--- src/gb3_pkg.sv ---
// shared types, weights and helpers for the 3x3 gaussian blur core
package gb3_pkg;

    localparam int PIX_W     = 8;
    localparam int CFG_W     = 12;
    localparam int ROW_W     = 12;
    localparam int MAX_ROWS  = 2048;
    localparam int WEIGHT_W  = 13;
    localparam int FRAC_BITS = 15;
    localparam int PROD_W    = PIX_W + WEIGHT_W - FRAC_BITS;
    localparam int SUM_W     = PROD_W + 4;

    typedef logic [PIX_W-1:0]    pix_t;
    typedef logic [WEIGHT_W-1:0] weight_t;
    typedef logic [PROD_W-1:0]   prod_t;
    typedef pix_t [2:0][2:0]     window_t;

    typedef enum logic
    {
        REG_FRAME_ROWS = 1'b0,
        REG_FRAME_COLS = 1'b1
    } cfg_reg_t;

    typedef struct packed
    {
        logic valid;
        logic last;
    } tag_t;

    localparam weight_t W_CORNER = 13'd2457;
    localparam weight_t W_EDGE   = 13'd4063;
    localparam weight_t W_CENTRE = 13'd6684;

    // weight of window tap (row, col), row 0 is the oldest line
    function automatic weight_t kernel_weight(input int r, input int c);
        weight_t w;
        if (r == 1 && c == 1)
        begin
            w = W_CENTRE;
        end
        else if (r == 1 || c == 1)
        begin
            w = W_EDGE;
        end
        else
        begin
            w = W_CORNER;
        end
        return w;
    endfunction

    // floored integer part of weight * pixel
    function automatic prod_t weigh(input pix_t p, input weight_t w);
        logic [PIX_W+WEIGHT_W-1:0] full;
        full = (PIX_W + WEIGHT_W)'(p) * (PIX_W + WEIGHT_W)'(w);
        return full[PIX_W+WEIGHT_W-1:FRAC_BITS];
    endfunction

endpackage

--- src/gb3_kernel.sv ---
// weighted 3x3 sum: product stage then adder stage into the output register
module gb3_kernel (
    input  logic                  clk,
    input  logic                  rst_n,
    input  logic                  advance,
    input  gb3_pkg::tag_t         tag_in,
    input  gb3_pkg::window_t      win,
    output logic                  out_valid,
    output logic [gb3_pkg::PIX_W-1:0] blurred,
    output logic                  out_last
);
    import gb3_pkg::*;

    prod_t       prod_reg [9];
    tag_t        tag_reg;
    logic [SUM_W-1:0] sum;

    always_ff @(posedge clk or negedge rst_n)
    begin
        if (!rst_n)
        begin
            tag_reg   <= '0;
            out_valid <= 1'b0;
            out_last  <= 1'b0;
        end
        else if (advance)
        begin
            tag_reg   <= tag_in;
            out_valid <= tag_reg.valid;
            out_last  <= tag_reg.last;
        end
    end

    always_ff @(posedge clk)
    begin
        if (advance)
        begin
            for (int r = 0; r < 3; r++)
            begin
                for (int c = 0; c < 3; c++)
                begin
                    prod_reg[3*r+c] <= weigh(win[r][c], kernel_weight(r, c));
                end
            end
            blurred <= sum[PIX_W-1:0];
        end
    end

    always_comb
    begin
        sum = '0;
        for (int i = 0; i < 9; i++)
        begin
            sum = sum + SUM_W'(prod_reg[i]);
        end
    end

endmodule

--- config.mk ---
export PLATFORM = sky130hd
export DESIGN_NAME = gb3_kernel
export DESIGN_NICKNAME = d
export VERILOG_FILES = /design/src/gb3_pkg.sv /design/src/gb3_kernel.sv
export SDC_FILE = /design/constraint.sdc
export NUM_CORES = 1
export LEC_CHECK = 0
export BUFFER_PORTS_ARGS = -buffer_cell sky130_fd_sc_hd__buf_2
export CORE_MARGIN = 2
export CORE_UTILIZATION = 50
export DETAILED_ROUTE_END_ITERATION = 16
export PLACE_DENSITY = 0.69
export SETUP_SLACK_MARGIN = 0.2
export SLEW_MARGIN = 40
export SYNTH_ARGS = -nofsm -noshare
export SYNTH_HDL_FRONTEND = slang
export SYNTH_SLANG_ARGS = --single-unit
--- constraint.sdc ---
create_clock -name clk -period 5.4 [get_ports clk]
set_input_delay 0.81 -clock clk [delete_from_list [all_inputs] [get_ports clk]]
set_output_delay 0.81 -clock clk [all_outputs]
set_load 0.02 [all_outputs]
==> reports/summary.json, run 1 <==
{
  "avgRoutedWirePerCell_um": 13.74,
  "routabilityCongestion": 0.8754,
  "synth_top_family_by_area": "adder cells",
  "hold_class": "input pin to asynchronous set/reset pin",
  "yosys.area_share.simple_pct": 5.020,
  "synthDominantAreaCellType": "ha_1",
  "worstSetupPathType": "input pin to flop",
  "htree_levels": 3,
  "cts.path.max_buffers": 2,
  "first_global_vias": 11390,
  "crit_path_top_delay_cell": "fa_1",
  "met2RoutedLength_mm": 13.94,
  "intPower_uw": 5153,
  "post-cts-setup-buffers": 0,
  "worst_relative_slew_slack_pct": 50.20,
  "numPortBuffers": 86,
  "crit_arrival_ns": 4.93,
  "ys_dominant_reg_cell": "edfxtp_1",
  "async_flop_share_pct": 6.452,
  "power_switching_uw": 4583,
  "timing.setup.tns_ns": 0,
  "first_pass_grt_wire_length_mm": 52.03,
  "post_synth_xor_area_fraction_pct": 2.429,
  "critical_path.reg2reg.startpoint": "prod_reg[1][3]$_DFFE_PP_",
  "io-pin-count": 87,
  "synth_seq_area_share_pct": 11.35,
  "grt_antenna_before_repair": 0,
  "muxShareOfSynthArea_pct": 0.5243,
  "floorplan.core_area_um2": 31720,
  "postLayoutSetupSlackWorst_ns": 0.5519,
  "min_clock_period_post_route_ns": 4.848,
  "ys_top_cells_by_count": "481 x inv_1, 411 x ha_1, 253 x fa_1, 58 x edfxtp_1, 45 x a21oi_1",
  "cts-hold-fix-buffers": 0,
  "grt.total_usage_pct": 18.77,
  "synth.cell_area_um2": 16230,
  "synth_edf_count": 58,
  "post_synth_adder_cell_area_pct": 62.90,
  "crit_required_ns": 5.48,
  "wl_met1_mm": 13.69,
  "tritoncts_num_sinks": 62,
  "cts_made_buffers": 9,
  "num_antenna_cells": 0,
  "place_worst_setup_slack_ns": 0.1934,
  "power_switching_share_pct": 47.07,
  "initial_core_utilization_pct": 51.16,
  "firstDrtPassIters": 5,
  "synthesis.yosys.warnings": 0,
  "status": "complete, no violations",
  "dr.max_layer_used": "met4",
  "clock_tree.root_cell": "clkbuf_16",
  "crit_path_frequent_cell": "fa_1",
  "timing.rr.end": "blurred[7]$_DFFE_PP_",
  "largest_reg_flops": 50,
  "unrepaired_setup_endpoints_after_global_routing": "no",
  "synth.ff_latch_count": 62,
  "dr.first_iter.drc_count": 317,
  "via_count": 10370,
  "final.period_utilization_pct": 89.78,
  "nFillCells": 2789,
  "grt_remaining_overflow": 0,
  "post_syn_nets": 2307,
  "die-height_um": 184.2,
  "sequentialPowerShare_pct": 12.7,
  "final_slew_violations": 0,
  "avgViaCountPerCell": 4.987,
  "finish.utilization_pct": 55.36,
  "clock-skew-final_ns": 0.007052,
  "critical_path.max_stage_delay_ns": 0.55,
  "combPwrFrac_pct": 80.9,
  "setup.worst_path.start_class": "input pin",
  "final_hold_viol_count": 0,
  "cellPowerDensity_nw_per_um2": 554.5,
  "post_cts_resized": 0,
  "design.die.area_um2": 33910,
  "cap_violations": 0,
  "setup_violations": 0,
  "total_power_uw": 9736,
  "dp_hpwl_mm": 26.23,
  "cts_tree": "done",
  "layout.nets": 2414,
  "post_synthesis_average_cell_area_um2": 10.36,
  "yosysTopAreaCellShare_pct": 31.69,
  "row_count": 65,
  "endpoint_kind": "flop",
  "worstSkewPairLatency_ns": 0.33,
  "wl_met3_um": 653,
  "post_synthesis_compound_gate_area_fraction_pct": 6.647,
  "p_leak_uw": 0.009792,
  "grt_start_max_net_pins": 59,
  "timing.reg2reg.setup_slack_ns": 1.35,
  "max_clock_freq_ghz": 0.2063,
  "finalHoldWorstSlack_ns": 0.2741,
  "finalWirelength_mm": 28.58,
  "drt_drc_violations_left": 0,
  "number_of_cells_on_the_worst_reg_to_reg_path": 12,
  "synthTopCellsByArea": "ha_1 32%, fa_1 31%, inv_1 11%, edfxtp_1 11%, xnor2_1 1.8%",
  "die_w_um": 184.2,
  "p_clk_share_pct": 6.4,
  "clkSlewWorstSetupHoldPaths_ns": 0.06,
  "netlist_instances": 1566,
  "worstPathMaxFanout": 6,
  "synth.lib_cells_used.distinct": 64,
  "post_route_cells_drive_above_1_share_pct": 8.343,
  "flow.area_growth_from_synthesis_pct": 8.204,
  "worst_ir_drop_vdd_v": 0.0006774,
  "drtAntennaViolNets": 0,
  "worst_pin_slew_ns": 0.7470,
  "synth_most_common_cell": "inv_1",
  "critical_path.cell_chain": "buf_2 > fa_1 > buf_4 > fa_1 > inv_1 > fa_1 > fa_1 > inv_1 > ha_1 > and3_1 > a221o_1 > o21ai_1 > nand4_1 > and3_1 > a311o_1"
}
[layout make-up]
type	instances	area, µm²	share of cell area [%]
clock inverter	6	93.84	0.5345
clock buffer	10	229.0	1.304
multi-input combinational	1023	12580	71.65
timing repair buffer	96	505.5	2.879
sequential	62	1842	10.49
tap	402	503.0	2.865
inverter	481	1805	10.28
[cell usage in the layout, fill, tap and decap left out, drive strengths merged, types with 9 or more instances in the layout]
cell type,n
nor3,9
clkbuf,10
fa,253
nand3,13
nand2,25
xor2,12
xnor2,33
a21oi,45
o21ai,24
and3,9
edfxtp,58
inv,482
or2,11
nor2,37
a21o,30
buf,96
nand4,12
ha,411
[per-stage QoR]
step	instances	instance area, µm²
after floorplan	1566	16230
after detailed placement	2064	17240
after CTS	2080	17560
after global routing	2080	17560
final	2080	17560
after global placement	2064	17240
[how the worst max path moves through the flow]
stage,end,slack [ns],from,depth (start not counted)
after floorplan,prod_reg[7][5]$_DFFE_PP_,0.46,win[61],13
after global placement,prod_reg[3][5]$_DFFE_PP_,0.26,win[29],15
after detailed placement,prod_reg[3][5]$_DFFE_PP_,0.19,win[29],15
after CTS,prod_reg[3][5]$_DFFE_PP_,0.55,win[29],15
after global routing,prod_reg[7][2]$_DFFE_PP_,0.29,win[61],14
final,prod_reg[3][5]$_DFFE_PP_,0.55,win[29],15
[power by group through the flow]
stage               sequential, µW  combinational (µW)  clock (µW)
global placement              1250                7620           0
global route                  1260                9180         659
CTS                           1250                7980         639
detailed placement            1260                7910           0
finish                        1240                7880         620
floorplan                     1250                5960           0
[critical path, delay by kind of cell]
kind	cells	cell delay, ns
adders and majority gates	5	2.43
AOI/OAI and AO/OA	3	0.76
buffers and inverters	4	0.44
and+or+nand+nor	3	0.49
[logic make-up (layout without fill, tap and decap cells)]
| logic type | Yosys count | count (layout) |
|---|---|---|
| multiplexers | 8 | 8 |
| XOR/XNOR | 45 | 45 |
| flip-flops | 62 | 62 |
| adder cells (fa/ha/maj) | 664 | 664 |
| AND/OR/NAND/NOR | 152 | 152 |
| AO/OA/AOI/OAI | 154 | 154 |
| buffers and inverters | 481 | 593 |
[layer usage]
metal	track usage, %	vias to the layer above
met3	1.956	24
met4	2.976	0
li1	-	5218
met2	32.66	114
met5	0	-
met1	25.83	5016
Note: power is estimated with default switching activity, not from simulation.
==> run 2, diff against run 1 <==
BUFFER_PORTS_ARGS = default   (was -buffer_cell sky130_fd_sc_hd__buf_2)
DONT_BUFFER_PORTS = 1   (was default)
PLACE_DENSITY = 0.67   (was 0.69)
==> reports/summary.json, run 2 (same netlist as run 1, synthesis figures left out) <==
{
  "status": "complete, no violations",
  "initial_core_utilization": {"value": 51.16, "unit": "%", "change": "unchanged"},
  "numPortBuffers": {"value": 0, "change": "-100%"},
  "avgRoutedWirePerCell": {"value": 14.26, "unit": "µm", "change": "+3.8%"},
  "postLayoutSetupSlackWorst": {"value": 0.5942, "unit": "ns", "change": "+0.04222 ns"},
  "unrepaired_setup_endpoints_after_global_routing": "no",
  "cellPowerDensity": {"value": 562.6, "unit": "nW/µm²", "change": "+1.5%"},
  "number_of_cells_on_the_worst_reg_to_reg_path": {"value": 12, "change": "unchanged"},
  "grt_antenna_before_repair": {"value": 0, "change": "unchanged"},
  "post_dp_cell_area": {"value": 16770, "unit": "µm²", "change": "-2.7%"},
  "cts_made_buffers": {"value": 9, "change": "unchanged"},
  "crit_path_frequent_cell": "fa_1",
  "dp_hpwl": {"value": 26.32, "unit": "mm", "change": "+0.34%"},
  "dr.first_iter.drc_count": {"value": 235, "change": "-26%"},
  "drtAntennaViolNets": {"value": 0, "change": "unchanged"},
  "timing.setup.tns": {"value": 0, "unit": "ns", "change": "unchanged"},
  "htree_levels": {"value": 3, "change": "unchanged"},
  "worst_relative_slew_slack": {"value": 62.02, "unit": "%", "change": "+12 points"},
  "grt_start_max_net_pins": {"value": 63, "change": "+6.8%"},
  "first_pass_grt_wire_length": {"value": 50.36, "unit": "mm", "change": "-3.2%"},
  "final_area": {"value": 17080, "unit": "µm²", "change": "-2.8%"},
  "max_clock_freq": {"value": 0.2081, "unit": "GHz", "change": "+0.88%"},
  "final.period_utilization": {"value": 89.00, "unit": "%", "change": "-0.78 points"},
  "final_hold_viol_count": {"value": 0, "change": "unchanged"},
  "grt.total_usage": {"value": 18.35, "unit": "%", "change": "-0.42 points"},
  "flow.area_growth_from_synthesis_pct": 5.228,
  "firstDrtPassIters": {"value": 4, "change": "-1"},
  "die-height": {"value": 184.2, "unit": "µm", "change": "unchanged"},
  "layout.cells.most_common": "inv_1",
  "drt_drc_violations_left": {"value": 0, "change": "unchanged"},
  "grt_remaining_overflow": {"value": 0, "change": "unchanged"},
  "worstSkewPairLatency": {"value": 0.33, "unit": "ns", "change": "about the same"},
  "finalWirelength": {"value": 28.37, "unit": "mm", "change": "-0.76%"},
  "crit_path_top_delay_cell": "fa_1",
  "worstPathMaxFanout": {"value": 6, "change": "unchanged"},
  "tritoncts_num_sinks": {"value": 62, "change": "unchanged"},
  "avgViaCountPerCell": {"value": 5.008, "change": "+0.43%"},
  "place_worst_setup_slack": {"value": 0.2339, "unit": "ns", "change": "+0.04046 ns"},
  "clock-skew-final": {"value": 0.006025, "unit": "ns", "change": "-0.001027 ns"},
  "cap_violations": {"value": 0, "change": "unchanged"},
  "floorplan.core_area": {"value": 31720, "unit": "µm²", "change": "unchanged"},
  "critical_path.cell_chain": "fa_1 > inv_1 > fa_1 > fa_1 > fa_1 > inv_1 > ha_1 > a21o_1 > a221o_1 > o21ai_1 > nand4_1 > and3_1 > a311o_1",
  "die_w": {"value": 184.2, "unit": "µm", "change": "unchanged"},
  "setup.worst_path.start_class": "input pin",
  "design.die.area": {"value": 33910, "unit": "µm²", "change": "unchanged"},
  "worstSetupPathType": "input pin to flop",
  "hold_class": "input pin to asynchronous set/reset pin",
  "critical_path.max_stage_delay": {"value": 0.71, "unit": "ns", "change": "+0.16 ns"},
  "finish.utilization": {"value": 53.83, "unit": "%", "change": "-1.5 points"},
  "setup_violations": {"value": 0, "change": "unchanged"},
  "top_library_cells_by_usage_in_the_layout_fill_and_taps_aside": "481 x inv_1, 411 x ha_1, 253 x fa_1",
  "via_count": {"value": 9961, "change": "-4.0%"},
  "min_clock_period_post_route": {"value": 4.806, "unit": "ns", "change": "-0.04222 ns"},
  "first_global_vias": {"value": 10830, "change": "-4.9%"},
  "routabilityCongestion": {"value": 0.8757, "change": "about the same"},
  "final_slew_violations": {"value": 0, "change": "unchanged"},
  "cts-hold-fix-buffers": {"value": 0, "change": "unchanged"},
  "post-cts-setup-buffers": {"value": 0, "change": "unchanged"},
  "worst_pin_slew": {"value": 0.5554, "unit": "ns", "change": "-0.1916 ns"},
  "crit_required": {"value": 5.48, "unit": "ns", "change": "about the same"},
  "cts_tree": "done",
  "num_antenna_cells": {"value": 0, "change": "unchanged"},
  "crit_arrival": {"value": 4.89, "unit": "ns", "change": "-0.04 ns"},
  "clock_tree.root_cell": "clkbuf_16",
  "endpoint_kind": "flop",
  "io-pin-count": {"value": 87, "change": "unchanged"},
  "cts.path.max_buffers": {"value": 2, "change": "unchanged"},
  "layout.nets": {"value": 2323, "change": "-3.8%"},
  "post_route_cells_drive_above_1_share": {"value": 3.151, "unit": "%", "change": "-5.2 points"},
  "largest_reg_flops": {"value": 50, "change": "unchanged"},
  "worst_ir_drop_vdd": {"value": 0.001098, "unit": "V", "change": "+62%"},
  "total_power": {"value": 9607, "unit": "µW", "change": "-1.3%"},
  "clkSlewWorstSetupHoldPaths": {"value": 0.06, "unit": "ns", "change": "about the same"},
  "row_count": {"value": 65, "change": "unchanged"},
  "p_leak": {"value": 0.009421, "unit": "µW", "change": "-3.8%"},
  "post_cts_resized": {"value": 0, "change": "unchanged"}
}
-- run 2: changes by cell type in the layout (fill, tap and decap cells not counted) --
cell,before,now
buf_4,10,5
clkinvlp_4,1,2
bufinv_16,2,1
buf_2,86,0
inv_8,0,1
clkbuf_1,1,0
-- run 2: power by group --
group,switching (µW),internal [µW],total (µW)
clock,223,363,586
sequential,150,1130,1280
combinational,4220,3520,7740
-- run 2: worst paths after layout --
path | from | end | slack [ns]
min | rst_n | out_last$_DFFE_PN0P_ | 0.18
min reg2reg | tag_reg[0]$_DFFE_PN0P_ | out_last$_DFFE_PN0P_ | 0.51
min in group clk | tag_reg[0]$_DFFE_PN0P_ | out_last$_DFFE_PN0P_ | 0.51
max reg2reg | prod_reg[2][3]$_DFFE_PP_ | blurred[7]$_DFFE_PP_ | 1.39
max | win[29] | prod_reg[3][5]$_DFFE_PP_ | 0.59
max in group asynchronous | rst_n | tag_reg[1]$_DFFE_PN0P_ | 5.16
-- run 2: layout make-up --
cell class	instances	area, µm²
Tap cell	402	503.0
Sequential cell	62	1842
Inverter	481	1805
Multi-Input combinational cell	1023	12580
Clock inverter	7	82.58
Timing Repair Buffer	5	37.54
Fill cell	2803	14640
Clock buffer	9	225.2
-- run 2: layer usage --
metal  wire, µm  part of all wire [%]  vias up  GRT usage [%]
li1           -                     -     5045              -
met1      13140                    46     4817          24.36
met2      14420                    51       90          33.25
met3        723                   2.5        9          2.411
met4         76                  0.27        0          1.568
met5          0                     0        -              0
-- run 2: through the flow --
step           hold WS, ns  std cells
3_5_place_dp        0.4953       1973
3_3_place_gp        0.4811       1973
2_1_floorplan       0.4749       1566
6_report            0.1760       1989
4_1_cts             0.1603       1989
5_1_grt             0.1551       1989
-- run 2: critical path: cells and delay by family --
| family | cells | cell delay (ns) |
|---|---|---|
| buffers and inverters | 2 | 0.27 |
| AO/OA/AOI/OAI | 4 | 0.97 |
| adder cells (fa/ha/maj) | 5 | 2.51 |
| AND/OR/NAND/NOR | 2 | 0.33 |
==> run 3, diff against run 2 <==
--- a/config.mk
+++ b/config.mk
@@ -6,4 +6,5 @@
 export NUM_CORES = 1
 export LEC_CHECK = 0
+export ABC_CLOCK_PERIOD_IN_PS = 5400
 export CORE_MARGIN = 2
 export CORE_UTILIZATION = 50
==> constraint.sdc (replaced) <==
create_clock -name clk -period 5.4 [get_ports clk]
set_input_delay 0.54 -clock clk [delete_from_list [all_inputs] [get_ports clk]]
set_output_delay 0.54 -clock clk [all_outputs]
set_load 0.02 [all_outputs]
==> reports/summary.json, run 3 (same netlist as run 1, synthesis figures left out) <==
{
  "routabilityCongestion": {"value": 0.8969, "change": "+2.4%"},
  "p_leak": {"value": 0.009385, "unit": "µW", "change": "-0.38%"},
  "layout.cells.most_common": "inv_1",
  "worstSkewPairLatency": {"value": 0.33, "unit": "ns", "change": "about the same"},
  "worstSetupPathType": "input pin to flop",
  "setup_violations": {"value": 0, "change": "unchanged"},
  "cap_violations": {"value": 0, "change": "unchanged"},
  "worstPathMaxFanout": {"value": 6, "change": "unchanged"},
  "post-cts-setup-buffers": {"value": 0, "change": "unchanged"},
  "num_antenna_cells": {"value": 0, "change": "unchanged"},
  "status": "complete, no violations",
  "worst_path_dominant_cell_family": "adder cells",
  "min_clock_period_post_route": {"value": 4.574, "unit": "ns", "change": "-0.2321 ns"},
  "worst_relative_slew_slack": {"value": 62.79, "unit": "%", "change": "+0.77 points"},
  "grt_antenna_before_repair": {"value": 0, "change": "unchanged"},
  "htree_levels": {"value": 3, "change": "unchanged"},
  "finalWirelength": {"value": 28.37, "unit": "mm", "change": "about the same"},
  "finalHoldWorstSlack": {"value": 0.3424, "unit": "ns", "change": "+0.1664 ns"},
  "dp_hpwl": {"value": 26.13, "unit": "mm", "change": "-0.69%"},
  "ff_latch_area": {"value": 1842, "unit": "µm²", "change": "unchanged"},
  "floorplan.core_area": {"value": 31720, "unit": "µm²", "change": "unchanged"},
  "timing.critical_path.buf_inv": {"value": 2, "change": "unchanged"},
  "drt_drc_violations_left": {"value": 0, "change": "unchanged"},
  "die-height": {"value": 184.2, "unit": "µm", "change": "unchanged"},
  "critical_path.max_stage_delay": {"value": 0.72, "unit": "ns", "change": "about the same"},
  "layout.nets": {"value": 2319, "change": "-0.17%"},
  "total_power": {"value": 9599, "unit": "µW", "change": "about the same"},
  "row_count": {"value": 65, "change": "unchanged"},
  "postLayoutSetupSlackWorst": {"value": 0.8263, "unit": "ns", "change": "+0.2321 ns"},
  "worst_ir_drop_vdd": {"value": 0.001067, "unit": "V", "change": "-2.8%"},
  "finish.utilization": {"value": 53.67, "unit": "%", "change": "-0.17 points"},
  "final_slew_violations": {"value": 0, "change": "unchanged"},
  "timing.critical_path.depth": {"value": 13, "change": "unchanged"},
  "number_of_cells_on_the_worst_reg_to_reg_path": {"value": 12, "change": "unchanged"},
  "crit_arrival": {"value": 4.66, "unit": "ns", "change": "-0.23 ns"},
  "cts.path.max_buffers": {"value": 2, "change": "unchanged"},
  "cellPowerDensity": {"value": 563.9, "unit": "nW/µm²", "change": "+0.23%"},
  "clkSlewWorstSetupHoldPaths": {"value": 0.06, "unit": "ns", "change": "about the same"},
  "avgRoutedWirePerCell": {"value": 14.29, "unit": "µm", "change": "+0.23%"},
  "clock-skew-final": {"value": 0.004387, "unit": "ns", "change": "-0.001638 ns"},
  "final.period_utilization": {"value": 84.70, "unit": "%", "change": "-4.3 points"},
  "timing.setup.tns": {"value": 0, "unit": "ns", "change": "unchanged"},
  "io-pin-count": {"value": 87, "change": "unchanged"},
  "via_count": {"value": 9994, "change": "+0.33%"},
  "die_w": {"value": 184.2, "unit": "µm", "change": "unchanged"},
  "place_worst_setup_slack": {"value": 0.4816, "unit": "ns", "change": "+0.2478 ns"},
  "largest_reg_flops": {"value": 50, "change": "unchanged"},
  "design.die.area": {"value": 33910, "unit": "µm²", "change": "unchanged"},
  "nFillCells": {"value": 2801, "change": "-0.071%"},
  "drtAntennaViolNets": {"value": 0, "change": "unchanged"},
  "grt.total_usage": {"value": 18.47, "unit": "%", "change": "+0.12 points"},
  "first_global_vias": {"value": 10910, "change": "+0.76%"},
  "multiInputGateArea": {"value": 12580, "unit": "µm²", "change": "unchanged"},
  "post_cts_resized": {"value": 0, "change": "unchanged"},
  "crit_required": {"value": 5.48, "unit": "ns", "change": "about the same"},
  "first_pass_grt_wire_length": {"value": 50.56, "unit": "mm", "change": "+0.38%"},
  "clock_tree.root_cell": "clkbuf_16",
  "unrepaired_setup_endpoints_after_global_routing": "no",
  "flow.area_growth_from_synthesis_pct": 4.904,
  "tritoncts_num_sinks": {"value": 62, "change": "unchanged"},
  "cts_made_buffers": {"value": 9, "change": "unchanged"},
  "numPortBuffers": {"value": 0, "change": "unchanged"},
  "final_hold_viol_count": {"value": 0, "change": "unchanged"},
  "critical_path.cell_chain": "fa_1 > inv_1 > fa_1 > fa_1 > fa_1 > inv_1 > ha_1 > a21o_1 > a221o_1 > o21ai_1 > nand4_1 > and3_1 > a311o_1",
  "firstDrtPassIters": {"value": 5, "change": "+1"},
  "max_clock_freq": {"value": 0.2186, "unit": "GHz", "change": "+5.1%"},
  "grt_start_max_net_pins": {"value": 63, "change": "unchanged"},
  "cts_tree": "done",
  "hold_class": "input pin to flop",
  "endpoint_kind": "flop",
  "initial_core_utilization": {"value": 51.16, "unit": "%", "change": "unchanged"},
  "setup.worst_path.start_class": "input pin",
  "post_route_cells_drive_above_1_share": {"value": 2.843, "unit": "%", "change": "-0.31 points"},
  "crit_path_frequent_cell": "fa_1",
  "whs_path_depth": 0,
  "grt_remaining_overflow": {"value": 0, "change": "unchanged"},
  "crit_path_top_delay_cell": "fa_1",
  "dr.first_iter.drc_count": {"value": 320, "change": "+36%"},
  "cts-hold-fix-buffers": {"value": 1, "change": "+1"},
  "avgViaCountPerCell": {"value": 5.035, "change": "+0.53%"},
  "worst_pin_slew": {"value": 0.5441, "unit": "ns", "change": "-0.01128 ns"},
  "top_library_cells_by_usage_in_the_layout_fill_and_taps_aside": "481 x inv_1, 411 x ha_1, 253 x fa_1"
}
run 3: cell count changes in the layout (fill, tap and decap cells not counted), sizes merged:
cell / change
buf: -5
bufinv: -1
dlygate4sd3: +1
clkinvlp: +1
run 3: worst reg2reg max path: cells and delay by family (launching register included):
kind | cells | cell delay, ns
AOI/OAI and AO/OA | 4 | 0.65
xor gates and xnor gates | 1 | 0.09
adders and majority gates | 5 | 2.47
buffers and inverters | 2 | 0.12
DFF | 1 | 0.41
run 3: layer usage:
metal / vias to the layer above / global-route usage, % / share of wire, %
li1: 5035 / - / -
met4: 0 / 2.304 / 0.74
met3: 17 / 2.529 / 2.9
met2: 87 / 32.80 / 49
met5: - / 0 / 0
met1: 4855 / 24.72 / 47
run 3: area by class of cell:
| class | count | area share [%] |
|---|---|---|
| Clock inverter | 7 | 0.3381 |
| Sequential cell | 62 | 10.82 |
| Timing Repair Buffer | 1 | 0.05880 |
| Clock buffer | 9 | 1.323 |
| Multi-Input combinational cell | 1023 | 73.90 |
| Tap cell | 402 | 2.955 |
| Inverter | 481 | 10.61 |
run 3: final timing paths:
kind | from | end | slack, ns
setup reg to reg | prod_reg[2][3]$_DFFE_PP_ | blurred[7]$_DFFE_PP_ | 1.41
min in group asynchronous | rst_n | out_last$_DFFE_PN0P_ | 0.47
hold / removal | advance | blurred[4]$_DFFE_PP_ | 0.34
setup / recovery | win[29] | prod_reg[3][5]$_DFFE_PP_ | 0.83
hold reg to reg | tag_reg[0]$_DFFE_PN0P_ | out_last$_DFFE_PN0P_ | 0.51
max in group asynchronous | rst_n | tag_reg[1]$_DFFE_PN0P_ | 4.76
run 3: power by group:
group | internal [µW] | switching, µW | leakage (µW)
sequential | 1130 | 153 | 0.000612
combinational | 3550 | 4220 | 0.00864
clock | 315 | 225 | 0.000129
run 3: metrics by stage:
step	cell area, µm²	std cells
2_1_floorplan	16230	1566
5_1_grt	17020	1985
3_3_place_gp	16730	1968
3_5_place_dp	16730	1968
4_1_cts	17020	1985
6_report	17020	1985
